### config.mk
export PLATFORM = sky130hd
export DESIGN_NAME = alc_front
export DESIGN_NICKNAME = d
export VERILOG_FILES = /design/src/rtl/ambient_light_lux_converter_top_macros.svh /design/src/rtl/alc_pkg.sv /design/src/rtl/alc_front.sv
export SDC_FILE = /design/constraint.sdc
export NUM_CORES = 1
export LEC_CHECK = 0
export BUFFER_PORTS_ARGS = -buffer_cell sky130_fd_sc_hd__buf_2
export CAP_MARGIN = 20
export CORE_MARGIN = 1
export CORE_UTILIZATION = 56
export DETAILED_ROUTE_END_ITERATION = 12
export PLACE_DENSITY_LB_ADDON = 0.05
export SYNTH_ARGS = -nofsm -noshare
export SYNTH_HDL_FRONTEND = slang
export SYNTH_SLANG_ARGS = --single-unit
### constraint.sdc
create_clock -name aclk -period 4.1 [get_ports aclk]
set_input_delay 0.615 -clock aclk [delete_from_list [all_inputs] [get_ports aclk]]
set_output_delay 0.615 -clock aclk [all_outputs]
set_load 0.03 [all_outputs]
### src/rtl/ambient_light_lux_converter_top_macros.svh
// assertion helpers for the lux converter
`ifndef AMBIENT_LIGHT_LUX_CONVERTER_TOP_MACROS_SVH
`define AMBIENT_LIGHT_LUX_CONVERTER_TOP_MACROS_SVH
`ifndef SYNTHESIS
// same-cycle implication
`define ALC_ASSERT_IMPLY(label, clk, rst_n, ante, cons, msg) \
    label: assert property (@(posedge clk) disable iff (!rst_n) (ante) |-> (cons)) \
        else $error(msg);
// next-cycle implication
`define ALC_ASSERT_NEXT(label, clk, rst_n, ante, cons, msg) \
    label: assert property (@(posedge clk) disable iff (!rst_n) (ante) |=> (cons)) \
        else $error(msg);
`else
`define ALC_ASSERT_IMPLY(label, clk, rst_n, ante, cons, msg)
`define ALC_ASSERT_NEXT(label, clk, rst_n, ante, cons, msg)
`endif
`endif

### src/rtl/alc_pkg.sv
`timescale 1ns / 1ps

package alc_pkg;

    // field and datapath widths
    localparam int COUNT_W   = 16;
    localparam int GAIN_W    = 2;
    localparam int ITIME_W   = 10;
    localparam int CFG_IDX_W = 2;
    localparam int LUX_W     = 56;
    localparam int SCALED_W  = 23;  // counts * 84
    localparam int NUM_W     = 27;  // counts * gain multiplier * 84
    localparam int NUMER_W   = 43;  // dividend, num << 16 at most
    localparam int DEN_LIN_W = 15;  // 25 * time
    localparam int DEN_W     = 25;  // 25000 * time
    localparam int QUOT_W    = 28;  // quotient bits, one divider stage each
    localparam int K2_W      = 40;
    localparam int K3_W      = 52;
    localparam int K4_W      = 64;
    localparam int TERM_W    = 64;

    localparam int FRAC_BITS_DEF = 8;
    localparam int KQ_SHIFT      = 16;  // kilolux kept in q16
    localparam int COEF_Q        = 48;  // coefficient q32 plus kilolux q16

    localparam int COUNT_SCALE   = 84;
    localparam int LIN_SCALE     = 25;
    localparam int CORR_SCALE    = 25000;
    localparam int ITIME_DEFAULT = 100;
    localparam int LIN_LIMIT     = 1000;

    // pipeline timing
    localparam int MUL_LAT   = 2;
    localparam int FRONT_LAT = 2;
    localparam int POLY_LAT  = 4 * MUL_LAT + 3;
    localparam int PIPE_LAT  = FRONT_LAT + QUOT_W + POLY_LAT;

    // correction coefficients, q32
    localparam int COEF_B1_W = 42;
    localparam int COEF_B2_W = 39;
    localparam int COEF_B3_W = 36;
    localparam int COEF_B4_W = 32;
    localparam logic [COEF_B1_W-1:0] COEF_B1 = 42'd4304845720781;
    localparam logic [COEF_B2_W-1:0] COEF_B2 = 39'd349988295016;
    localparam logic [COEF_B3_W-1:0] COEF_B3 = 36'd40340050831;
    localparam logic [COEF_B4_W-1:0] COEF_B4 = 32'd2582778583;

    // register indexes
    localparam logic [CFG_IDX_W-1:0] REG_GAIN  = 2'd0;
    localparam logic [CFG_IDX_W-1:0] REG_ITIME = 2'd1;

    typedef enum logic [GAIN_W-1:0] {
        GAIN_X1   = 2'd0,
        GAIN_X2   = 2'd1,
        GAIN_X1_8 = 2'd2,
        GAIN_X1_4 = 2'd3
    } gain_t;

    // log2 of the gain multiplier 2 / gain
    function automatic logic [2:0] gain_shift(gain_t g);
        logic [2:0] sh;
        unique case (g)
            GAIN_X1:   sh = 3'd1;
            GAIN_X2:   sh = 3'd0;
            GAIN_X1_8: sh = 3'd4;
            GAIN_X1_4: sh = 3'd3;
        endcase
        return sh;
    endfunction

    typedef struct packed {
        logic [NUMER_W-1:0] numer;
        logic [DEN_W-1:0]   den;
        logic               corr;
    } div_in_t;

    typedef struct packed {
        logic [DEN_W-1:0]  rem;
        logic [QUOT_W-1:0] nq;
        logic [DEN_W-1:0]  den;
        logic              corr;
    } div_stage_t;

endpackage

### src/rtl/alc_front.sv
`timescale 1ns / 1ps

// scales the count and picks dividend and divisor for the linear or kilolux path
module alc_front import alc_pkg::*; #(
    parameter int FRAC_BITS = FRAC_BITS_DEF
) (
    input  logic                 aclk,
    input  logic                 en,
    input  logic [COUNT_W-1:0]   counts,
    input  gain_t                gain,
    input  logic [DEN_LIN_W-1:0] den_lin,
    input  logic [DEN_W-1:0]     den_corr,
    output div_in_t              dout
);

    logic [SCALED_W-1:0] scaled_reg;
    logic [SCALED_W-1:0] scaled_next;
    logic [NUM_W-1:0]    num;
    div_in_t             dout_reg;
    div_in_t             dout_next;

    always_comb begin
        scaled_next = SCALED_W'(counts * COUNT_SCALE);
        num         = NUM_W'(scaled_reg) << gain_shift(gain);
        // above 1000 lux: divide by 25000*T into kilolux q16
        dout_next.corr = num > NUM_W'(den_corr);
        if (dout_next.corr) begin
            dout_next.numer = NUMER_W'(num) << KQ_SHIFT;
            dout_next.den   = den_corr;
        end else begin
            dout_next.numer = NUMER_W'(num) << FRAC_BITS;
            dout_next.den   = DEN_W'(den_lin);
        end
    end

    always_ff @(posedge aclk) begin
        if (en) begin
            scaled_reg <= scaled_next;
            dout_reg   <= dout_next;
        end
    end

    assign dout = dout_reg;

endmodule

==> results_dict.tcl <==
set metrics [dict create \
    hold_depth 1 \
    leakage_nw 3.56 \
    clkPwrFrac 0.180 \
    cts_resized 0 \
    rr_worst_depth 12 \
    fillers 798 \
    synth_common_cells "96 x inv_1, 80 x edfxtp_1, 76 x ha_1" \
    critPathCaptureType "flop" \
    syn2layout_area_growth_pct 19.4 \
    detail-route-antenna-nets 0 \
    die_area_sq_mm 0.0110 \
    die_y_microns 105 \
    p_int_mw 2.39 \
    post-place-ws_ps -108 \
    reg2reg_to "dout[45]$_DFFE_PP_" \
    grt_overflow 0 \
    finClkSkew_ps 7.37 \
    routed_wl_microns 11500 \
    synth.distinct_cells 47 \
    via_per_inst 5.12 \
    ctsHoldBuffers 0 \
    yosysTopAreaCell "edfxtp_1" \
    start_util 0.575 \
    cts_buffers 9 \
    final.period_utilization 0.929 \
    synth_cells 540 \
    num_rows 37 \
    boundaryPins 129 \
    pwr_density_cell_mw_per_mm2 538 \
    post-cts-setup-buffers 0 \
    place_area_sq_mm 0.00685 \
    synthArstFlopShare 0 \
    track_usage 0.223 \
    synthFlopType "edfxtp_1" \
    period_minus_slack_ps 3810 \
    drt_iter0_drc 127 \
    cts.htree.levels 3 \
    synth_seq_cells 80 \
    clkLatencyLatePin_ps 360 \
    core-area_sq_mm 0.0103 \
    path_max_fanout 12 \
    timing.rr.start "scaled_reg[7]$_DFFE_PP_" \
    drc 0 \
    final_nets 832 \
    slew_headroom 0.356 \
    synth_warnings 0 \
    clock_path_buffers 2 \
    status "finished clean" \
    drv_cap 0 \
    cts_root_buffer "clkbuf_8" \
    fin_cells 826 \
    worst_slack_ps 290 \
    comb_power_share 0.486 \
    hold_start "counts[1]" \
    drive_gt1_frac 0.288 \
    grt_max_degree 81 \
    setup_viol 0 \
    r2r_slack_ps 810 \
    cts_tree "yes" \
    crit_type "in2reg" \
    cts.sinks 80 \
    grt_pass1_wl_microns 19400 \
    clkSlewWorstSetupHoldPaths_ps 80 \
    p_switching_mw 1.42 \
    required_ps 4210 \
    worst_pin_slew_ps 966 \
    post-dp-hpwl_microns 9310 \
    wl_per_cell_microns 13.9 \
    sequentialPowerShare 0.334 \
    hold_slack_ps 451 \
    peakVddDrop_v 0.000271 \
    synth_edf_count 80 \
    synth_top_area_share 0.405 \
    fmax_mhz 262 \
    num_vias 4227 \
    antenna_found_initial 0 \
    yosysMostFrequentCell "inv_1" \
    largest_register_ffs 59 \
    swShare 0.373 \
    synthTopCellsByArea "edfxtp_1 40%, ha_1 16%, mux2i_1 6.7%" \
    gp_congestion 0.855 \
    hold_class "in2reg" \
    portBuffers 118 \
    final_cell_area_sq_mm 0.00709 \
    critPathArrivalTime_ps 3920 \
    fp.dieW_microns 105 \
    syn-cell-area_sq_mm 0.00594 \
    grt_pass1_vias 4319 \
    start_kind "input port" \
    cp_slowest_cell "ha_1" \
    dp_cells 810 \
    crit_chain "buf_2 -> inv_1 -> ha_1 -> buf_4 -> mux2_2 -> mux2i_1 -> inv_1 -> ha_1 -> a21oi_1 -> o21ai_0 -> a221oi_1 -> o211ai_1 -> o21ai_4 -> buf_4 -> mux2_2" \
    antenna_cells 0 \
    finalHoldViolations 0 \
    slowest_delay_ps 480 \
    min_to "scaled_reg[3]$_DFFE_PP_" \
    dr.pass1.iters 4 \
    slew_viol_final 0 \
    rsz0062_at_grt "false" \
    yosysSeqAreaShare 0.405 \
    synth.avg_cell_area_sq_um 11.0 \
    fin_tns_setup_ps 0 \
]
## placed cells by master (no fill, tap or decap), types with 10 or more instances in the layout
cell and instances:
ha_1 76, a21oi_1 29, mux2i_1 40, fa_1 11
buf_2 117, edfxtp_1 80, inv_1 96, buf_4 29
nand2_1 22, conb_1 10, mux2_2 27, nor2_1 35
## routing by layer
layer	vias up	wire, microns	GRT usage
met2	107	5890	0.401
met3	20	416	0.0393
met1	1942	4920	0.263
met4	0	263	0.0905
li1	2158	-	-
met5	-	0	0
## worst max path at each step
stage          startpoint            endpoint  slack [ps]  cells after the start
2_1_floorplan     gain[0]   dout[1]$_DFFE_PP_         320                     14
3_3_place_gp      gain[0]  dout[13]$_DFFE_PP_        -120                     15
3_5_place_dp      gain[0]   dout[6]$_DFFE_PP_        -110                     14
4_1_cts           gain[0]  dout[13]$_DFFE_PP_         270                     15
5_1_grt           gain[0]   dout[2]$_DFFE_PP_         100                     15
6_report          gain[0]  dout[45]$_DFFE_PP_         290                     15
## cell type report
class,count,area (sq um),area share
clock inverters,6,108,0.0152
inverters,96,360,0.0508
well taps,136,170,0.0240
repair buffers,149,863,0.122
multi-input cells,349,3060,0.431
clock buffers,10,128,0.0180
flip-flops and latches,80,2400,0.339
## power by group through the flow
stage                     Combinational (mW)  Clock [mW]  Sequential [mW]
after floorplan                         1.04           0             1.55
after global placement                  1.81           0             1.29
after detailed placement                1.85           0             1.29
after CTS                               1.86       0.695             1.27
after global routing                    2.04       0.725             1.29
final                                   1.85       0.686             1.27
## kinds of logic (layout without fill, tap and decap cells)
| kind of cell | Yosys count | count (layout) | share of synthesized area |
|---|---|---|---|
| AO/OA/AOI/OAI | 72 | 72 | 0.0775 |
| XOR/XNOR | 16 | 16 | 0.0236 |
| adder cells (fa/ha/maj) | 87 | 87 | 0.197 |
| buffers and inverters | 120 | 261 | 0.0877 |
| flip-flops | 80 | 80 | 0.405 |
| multiplexers | 72 | 72 | 0.138 |
| other | 1 | 10 | 0.000632 |
| AND/OR/NAND/NOR | 92 | 92 | 0.0712 |
## critical path: cells and delay by family
| family | cells | cell delay (ps) |
|---|---|---|
| AOI/OAI and AO/OA | 5 | 930 |
| muxes | 3 | 920 |
| adders and majority gates | 2 | 770 |
| buffers and inverters | 5 | 650 |
## through the flow
step	utilization	power, mW
after floorplan	-	2.59
after global placement	0.664	3.10
after detailed placement	0.664	3.15
after CTS	0.687	3.83
after global routing	0.687	4.06
final	0.687	3.81
Power figures use the tool's default switching activity.
