<file path="src/rtl/ambient_light_lux_converter_top_macros.svh">
// assertion helpers for the lux converter
`ifndef AMBIENT_LIGHT_LUX_CONVERTER_TOP_MACROS_SVH
`define AMBIENT_LIGHT_LUX_CONVERTER_TOP_MACROS_SVH
`ifndef SYNTHESIS
// same-cycle implication
`define ALC_ASSERT_IMPLY(label, clk, rst_n, ante, cons, msg) \
    label: assert property (@(posedge clk) disable iff (!rst_n) (ante) |-> (cons)) \
        else $error(msg);
// next-cycle implication
`define ALC_ASSERT_NEXT(label, clk, rst_n, ante, cons, msg) \
    label: assert property (@(posedge clk) disable iff (!rst_n) (ante) |=> (cons)) \
        else $error(msg);
`else
`define ALC_ASSERT_IMPLY(label, clk, rst_n, ante, cons, msg)
`define ALC_ASSERT_NEXT(label, clk, rst_n, ante, cons, msg)
`endif
`endif

</file>
<file path="src/rtl/alc_delay.sv">
`timescale 1ns / 1ps

module alc_delay #(
    parameter int W     = 8,
    parameter int DEPTH = 2
) (
    input  logic         aclk,
    input  logic         en,
    input  logic [W-1:0] din,
    output logic [W-1:0] dout
);

    logic [W-1:0] shift_reg [DEPTH];

    always_ff @(posedge aclk) begin
        if (en) begin
            shift_reg[0] <= din;
            for (int i = 1; i < DEPTH; i++) begin
                shift_reg[i] <= shift_reg[i-1];
            end
        end
    end

    assign dout = shift_reg[DEPTH-1];

endmodule

</file>
<file path="config.mk">
export PLATFORM = sky130hd
export DESIGN_NAME = alc_delay
export DESIGN_NICKNAME = d
export VERILOG_FILES = /design/src/rtl/ambient_light_lux_converter_top_macros.svh /design/src/rtl/alc_delay.sv
export SDC_FILE = /design/constraint.sdc
export NUM_CORES = 1
export LEC_CHECK = 0
export BUFFER_PORTS_ARGS = -buffer_cell sky130_fd_sc_hd__buf_2
export CAP_MARGIN = 20
export CORE_UTILIZATION = 25
export DETAILED_ROUTE_END_ITERATION = 8
export MAX_ROUTING_LAYER = met4
export PLACE_DENSITY = 0.47
export SLEW_MARGIN = 20
export SYNTH_ARGS = -nofsm -noshare
export SYNTH_HDL_FRONTEND = slang
export SYNTH_SLANG_ARGS = --single-unit
</file>
<file path="constraint.sdc">
create_clock -name aclk -period 1.6 [get_ports aclk]
set_input_delay 0.32 -clock aclk [delete_from_list [all_inputs] [get_ports aclk]]
set_output_delay 0.32 -clock aclk [all_outputs]
set_load 0.05 [all_outputs]
</file>
==> reports/metrics.cfg, run 1 <==
[yosys]
ys_types=2
synthCells=24
synthesis.nets=34
yosysTopAreaCell=edfxtp_1
ys_top_cells_by_area=edfxtp_1 89%, buf_4 11%
ys_warn_count=0
synth_top_area_frac=0.8889
yosysSeqAreaShare=0.8889
synth_area_sq_um=540.5
ys_seq_elements=16
synth.avg_cell_area_sq_um=22.52

[routing]
drc_errors=0
firstDrtPassIters=2
via_count=219
post_drt_wl_per_cell_um=9.587
viasPerCell=3.476
detail-route-antenna-nets=0
drt_iter0_markers=2
drt-total-wl_um=604

[sta]
min_period_ns=1.181
rsz0062_at_grt=no
fmax_mhz=846.7
fin_skew_ns=0.0004771
period_share=0.7382
whs_ns=0.2213
finalHoldViolations=0
slew_viol_final=0
maxSlewHeadroom=0.7805
finalSetupTns_ns=0
worstMarginPinSlew_ns=0.3292
setup_viol=0

[cts]
cts_hold_buf=0
cts_max_path_buffers=2
clock_sinks=16
root_buffer=clkbuf_4
clkLatencyLatePin_ns=0.27
cts_tree=done
cts_buffers=3
h-tree-depth=1
cts_setup_buffers=0
clk_pin_slew_ns=0.08
cts_resized=0

[placement]
portBuffers=17
dp.cells=60
globalplace.congestion=0.6139

[global_routing]
grt_pass1_vias=234
antenna_found_initial=0
grt_pass1_wl_um=959
grt_overflow=0
grt_max_degree=17
track_usage=0.06560

[power]
power_density_mw_per_mm2=1235
p_leak_nw=0.2373
vdd_drop_max_uv=379.1
power_mw=0.7678

[setup_path]
ff2ff_setup_slack_ns=0.97
path_cells=buf_2
slowest_stage=edfxtp_1
critical_path_peak_fanout=1
cp-end-kind=primary output
cp_slowest_stage_delay_ns=0.37
timing.rr.start=shift_reg[0][2]
r2r_end=shift_reg[0][10]
critPathTopFamily=flip-flops
setup.worst_path.start_class=flip-flop
crit_buf_inv=1
cp.required_ns=1.28
rr_worst_depth=0
arrival_ns=0.86
critical_path_class=reg2out

[finish]
fin_nets=48
multi_input_area_sq_um=0
largest_reg_flops=16
nFillCells=215
fin_cells=63
multi_input_cells=0
antennaDiodeCount=0
area_delta_synth_final_pct=15.05
drive_above_1_share=0.5556

[worst_hold_path]
min_to=shift_reg[0][1]
hold_path_class=in2reg
hold_path_depth=1
hold_start=din[1]

[floorplanning]
start_util=0.2700
die_area_sq_mm=0.002352
io_pins=18
core-area_sq_mm=0.002002
rows=16
die_h_um=48.50
chipWidth_um=48.50

[outcome]
status=completed

[flow_run]
drv_cap=0

-- metal layers --
| layer | global-route usage | wire length [um] |
|---|---|---|
| met1 | 0.04742 | 184 |
| met2 | 0.09624 | 358 |
| met3 | 0.02830 | 41 |
| met4 | 0.1029 | 19 |
| met5 | - | 0 |
-- layout make-up --
type / count / area [sq um] / area share
Clock buffer: 3 / 22.52 / 0.03622
Sequential cell: 16 / 480.5 / 0.7726
Tap cell: 27 / 33.78 / 0.05433
Timing Repair Buffer: 17 / 85.08 / 0.1368
-- kinds of logic (layout without fill, tap and decap cells) --
family / after synthesis / count (layout) / share of synthesized area
flip-flops: 16 / 16 / 0.8889
buffers and inverters: 8 / 20 / 0.1111
-- worst max path at each step --
stage                           startpoint          endpoint  slack [ns]  cells past startpoint
after floorplan            shift_reg[0][8]           dout[0]        0.76                      1
after global placement                  en  shift_reg[0][13]        0.65                      1
after detailed placement                en  shift_reg[0][13]        0.64                      1
after CTS                 shift_reg[0][10]           dout[2]        0.39                      1
after global routing      shift_reg[0][10]           dout[2]        0.37                      1
final                     shift_reg[0][10]           dout[2]        0.42                      1
-- per-stage QoR --
step	cell area, sq um	util	worst slack (ns)
after global routing	621.8	0.3106	0.3674
after detailed placement	599.3	0.2994	0.6367
final	621.8	0.3106	0.4189
after CTS	621.8	0.3106	0.3876
after global placement	599.3	0.2994	0.6527
after floorplan	540.5	-	0.7566
-- report_power, final --
| group | leakage (nW) | internal, mW | switching [mW] | total [mW] |
|---|---|---|---|---|
| combinational | 0.0669 | 0.0164 | 0.0610 | 0.0774 |
| clock | 0.0138 | 0.0870 | 0.101 | 0.188 |
| sequential | 0.157 | 0.496 | 0.00647 | 0.503 |
| total | 0.237 | 0.600 | 0.168 | 0.768 |
-- synth_stat cells (all sizes together) --
cell type / count
buf: 8
edfxtp: 16
-- layout by cell type (no fill, tap or decap) --
cell type	netlist	final
buf_2	0	17
edfxtp_1	16	16
clkbuf_4	0	3
Note: power is estimated with default switching activity, not from simulation.
==> run 2, diff against run 1 <==
--- a/config.mk
+++ b/config.mk
@@ -10,7 +10,7 @@
 export CORE_UTILIZATION = 25
 export DETAILED_ROUTE_END_ITERATION = 8
 export MAX_ROUTING_LAYER = met4
-export PLACE_DENSITY = 0.47
+export PLACE_DENSITY = 0.49
 export SLEW_MARGIN = 20
 export SYNTH_ARGS = -nofsm -noshare
 export SYNTH_HDL_FRONTEND = slang
==> constraint.sdc (replaced) <==
create_clock -name aclk -period 1 [get_ports aclk]
set_input_delay 0.2 -clock aclk [delete_from_list [all_inputs] [get_ports aclk]]
set_output_delay 0.2 -clock aclk [all_outputs]
set_load 0.05 [all_outputs]
==> run 2 against run 1 <==
Net effect: the flow now finishes with violations (setup timing); via count stayed put; design area up 8.7%; highest routed layer unchanged; critical path depth is the same; non-clock buffer count did not move; sequential power grew 61%; hold slack worse by 0.14 ns; clock power grew 77%; die area stayed put; largest power group unchanged; power rose by 68%; sequential share of layout area decreased by 6.2 points; register-to-register slack got worse by 0.60 ns.
==> reports/metrics.cfg, run 2 (synthesis gave the netlist of run 1 again) <==
[routing]
firstDrtPassIters=4  ; was 2
viasPerCell=3.422  ; was 3.476
drt_iter0_markers=5  ; was 2
via_count=219  ; unchanged
detail-route-antenna-nets=0  ; unchanged
drc_errors=0  ; unchanged
post_drt_wl_per_cell_um=8.953  ; was 9.587 um
drt-total-wl_um=573  ; was 604 um

[cts]
cts_max_path_buffers=2  ; unchanged
cts_setup_buffers=0  ; unchanged
clk_pin_slew_ns=0.09  ; was 0.08 ns
cts_buffers=3  ; unchanged
clock_sinks=16  ; unchanged
root_buffer=clkbuf_4  ; unchanged
cts_tree=done  ; unchanged
h-tree-depth=1  ; unchanged
clkLatencyLatePin_ns=0.28  ; was 0.27 ns

[floorplanning]
core-area_sq_mm=0.002002  ; unchanged
chipWidth_um=48.50  ; unchanged
io_pins=18  ; unchanged
die_h_um=48.50  ; unchanged
start_util=0.2700  ; unchanged
rows=16  ; unchanged
die_area_sq_mm=0.002352  ; unchanged

[placement]
dp.cells=60  ; unchanged
dpl_cell_area_sq_um=599.3  ; unchanged
globalplace.congestion=0.5963  ; was 0.6139
preCtsSetupSlack_ns=0.1556  ; was 0.6367 ns
portBuffers=17  ; unchanged

[sta]
worst_slack_ns=-0.04620  ; was 0.4189 ns
whs_ns=0.08459  ; was 0.2213 ns
finalSetupTns_ns=-0.2806  ; was 0 ns
fmax_mhz=955.8
fin_skew_ns=0.005066  ; was 0.0004771 ns
worstMarginPinSlew_ns=0.3312  ; was 0.3292 ns
slew_viol_final=0  ; unchanged
setup_viol=8  ; was 0
min_period_ns=1.046
rsz0062_at_grt=yes  ; was no
period_share=1.046
maxSlewHeadroom=0.7792  ; was 0.7805
finalHoldViolations=0  ; unchanged

[global_routing]
busiest_layer=met2  ; was met4
antenna_found_initial=0  ; unchanged
grtUsageMet3=0.009434  ; was 0.02830
globalRouteMet1Util=0.05533  ; was 0.04742
grt_max_degree=17  ; unchanged
grt_pass1_wl_um=966  ; was 959 um
track_usage=0.06128  ; was 0.06560
met2_usage=0.09390  ; was 0.09624
grt_overflow=0  ; unchanged
grt_pass1_vias=259  ; was 234

[setup_path]
critical_path_class=reg2out  ; unchanged
slowest_stage=edfxtp_1  ; unchanged
path_cells=buf_6  ; was buf_2
setup.worst_path.start_class=flip-flop  ; unchanged
crit_buf_inv=1  ; unchanged
critPathTopFamily=flip-flops  ; unchanged
cp-end-kind=primary output  ; unchanged
cp_slowest_stage_delay_ns=0.39  ; was 0.37 ns
cp.required_ns=0.80  ; was 1.28 ns
arrival_ns=0.85  ; was 0.86 ns
critical_path_peak_fanout=1  ; unchanged

[finish]
postLayoutCoreUtil=0.3375  ; was 0.3106
final_common_cell=edfxtp_1  ; was buf_2
fin_cells=64  ; was 63
drive_above_1_share=0.5405  ; was 0.5556
largest_reg_flops=16  ; unchanged
stdcell_area_sq_um=675.6  ; was 621.8 sq um
antennaDiodeCount=0  ; unchanged
area_delta_synth_final_pct=25.00  ; was 15.05%
multi_input_area_sq_um=0  ; unchanged
multi_input_cells=0  ; unchanged
fin_nets=48  ; unchanged
final_cell_mix=16 x edfxtp_1, 9 x buf_2, 8 x buf_6  ; was 17 x buf_2, 16 x edfxtp_1, 3 x clkbuf_4

[power]
vdd_drop_max_uv=508.5  ; was 379.1 uV
power_density_mw_per_mm2=1911  ; was 1235 mW/mm^2
p_leak_nw=0.2558  ; was 0.2373 nW
power_mw=1.291  ; was 0.7678 mW

[outcome]
violations=setup timing
status=finished with violations  ; was completed

[worst_hold_path]
hold_path_class=in2reg  ; unchanged

[flow_run]
drv_cap=0  ; unchanged

[run 2: cell types whose count changed in the layout (fill, tap and decap cells not counted)]
cell | before | now
buf_2 | 17 | 9
buf_6 | 0 | 8
clkinv_1 | 0 | 1
[run 2: cell type report]
class,count,area [sq um]
fillers,204,1326
clock buffers,3,22.52
well taps,27,33.78
repair buffers,17,135.1
clock inverters,1,3.754
flip-flops and latches,16,480.5
[run 2: layer usage]
layer  wire (um)  vias up
met5           0        -
met4          20        0
met3          25        2
met2         295       10
met1         232      101
li1            -      106
[run 2: report_power, final]
| part | switching (mW) | internal, mW | total (mW) |
|---|---|---|---|
| Clock | 0.188 | 0.145 | 0.332 |
| Sequential | 0.0153 | 0.795 | 0.810 |
| Combinational | 0.0973 | 0.0514 | 0.149 |
[run 2: timing repair]
action / 4_1_cts / 5_1_grt
resized for setup: 16 / 0
endpoints found under the setup margin: 8 / 8
hold buffers: 0 / 0
[run 2: final timing paths]
path              slack, ns                to  cells past startpoint            start
setup / recovery      -0.05           dout[0]                      1  shift_reg[0][8]
hold / removal         0.08   shift_reg[0][7]                      1           din[7]
setup reg to reg       0.37  shift_reg[0][12]                      0  shift_reg[0][4]
hold reg to reg        0.42   shift_reg[0][9]                      0  shift_reg[0][1]
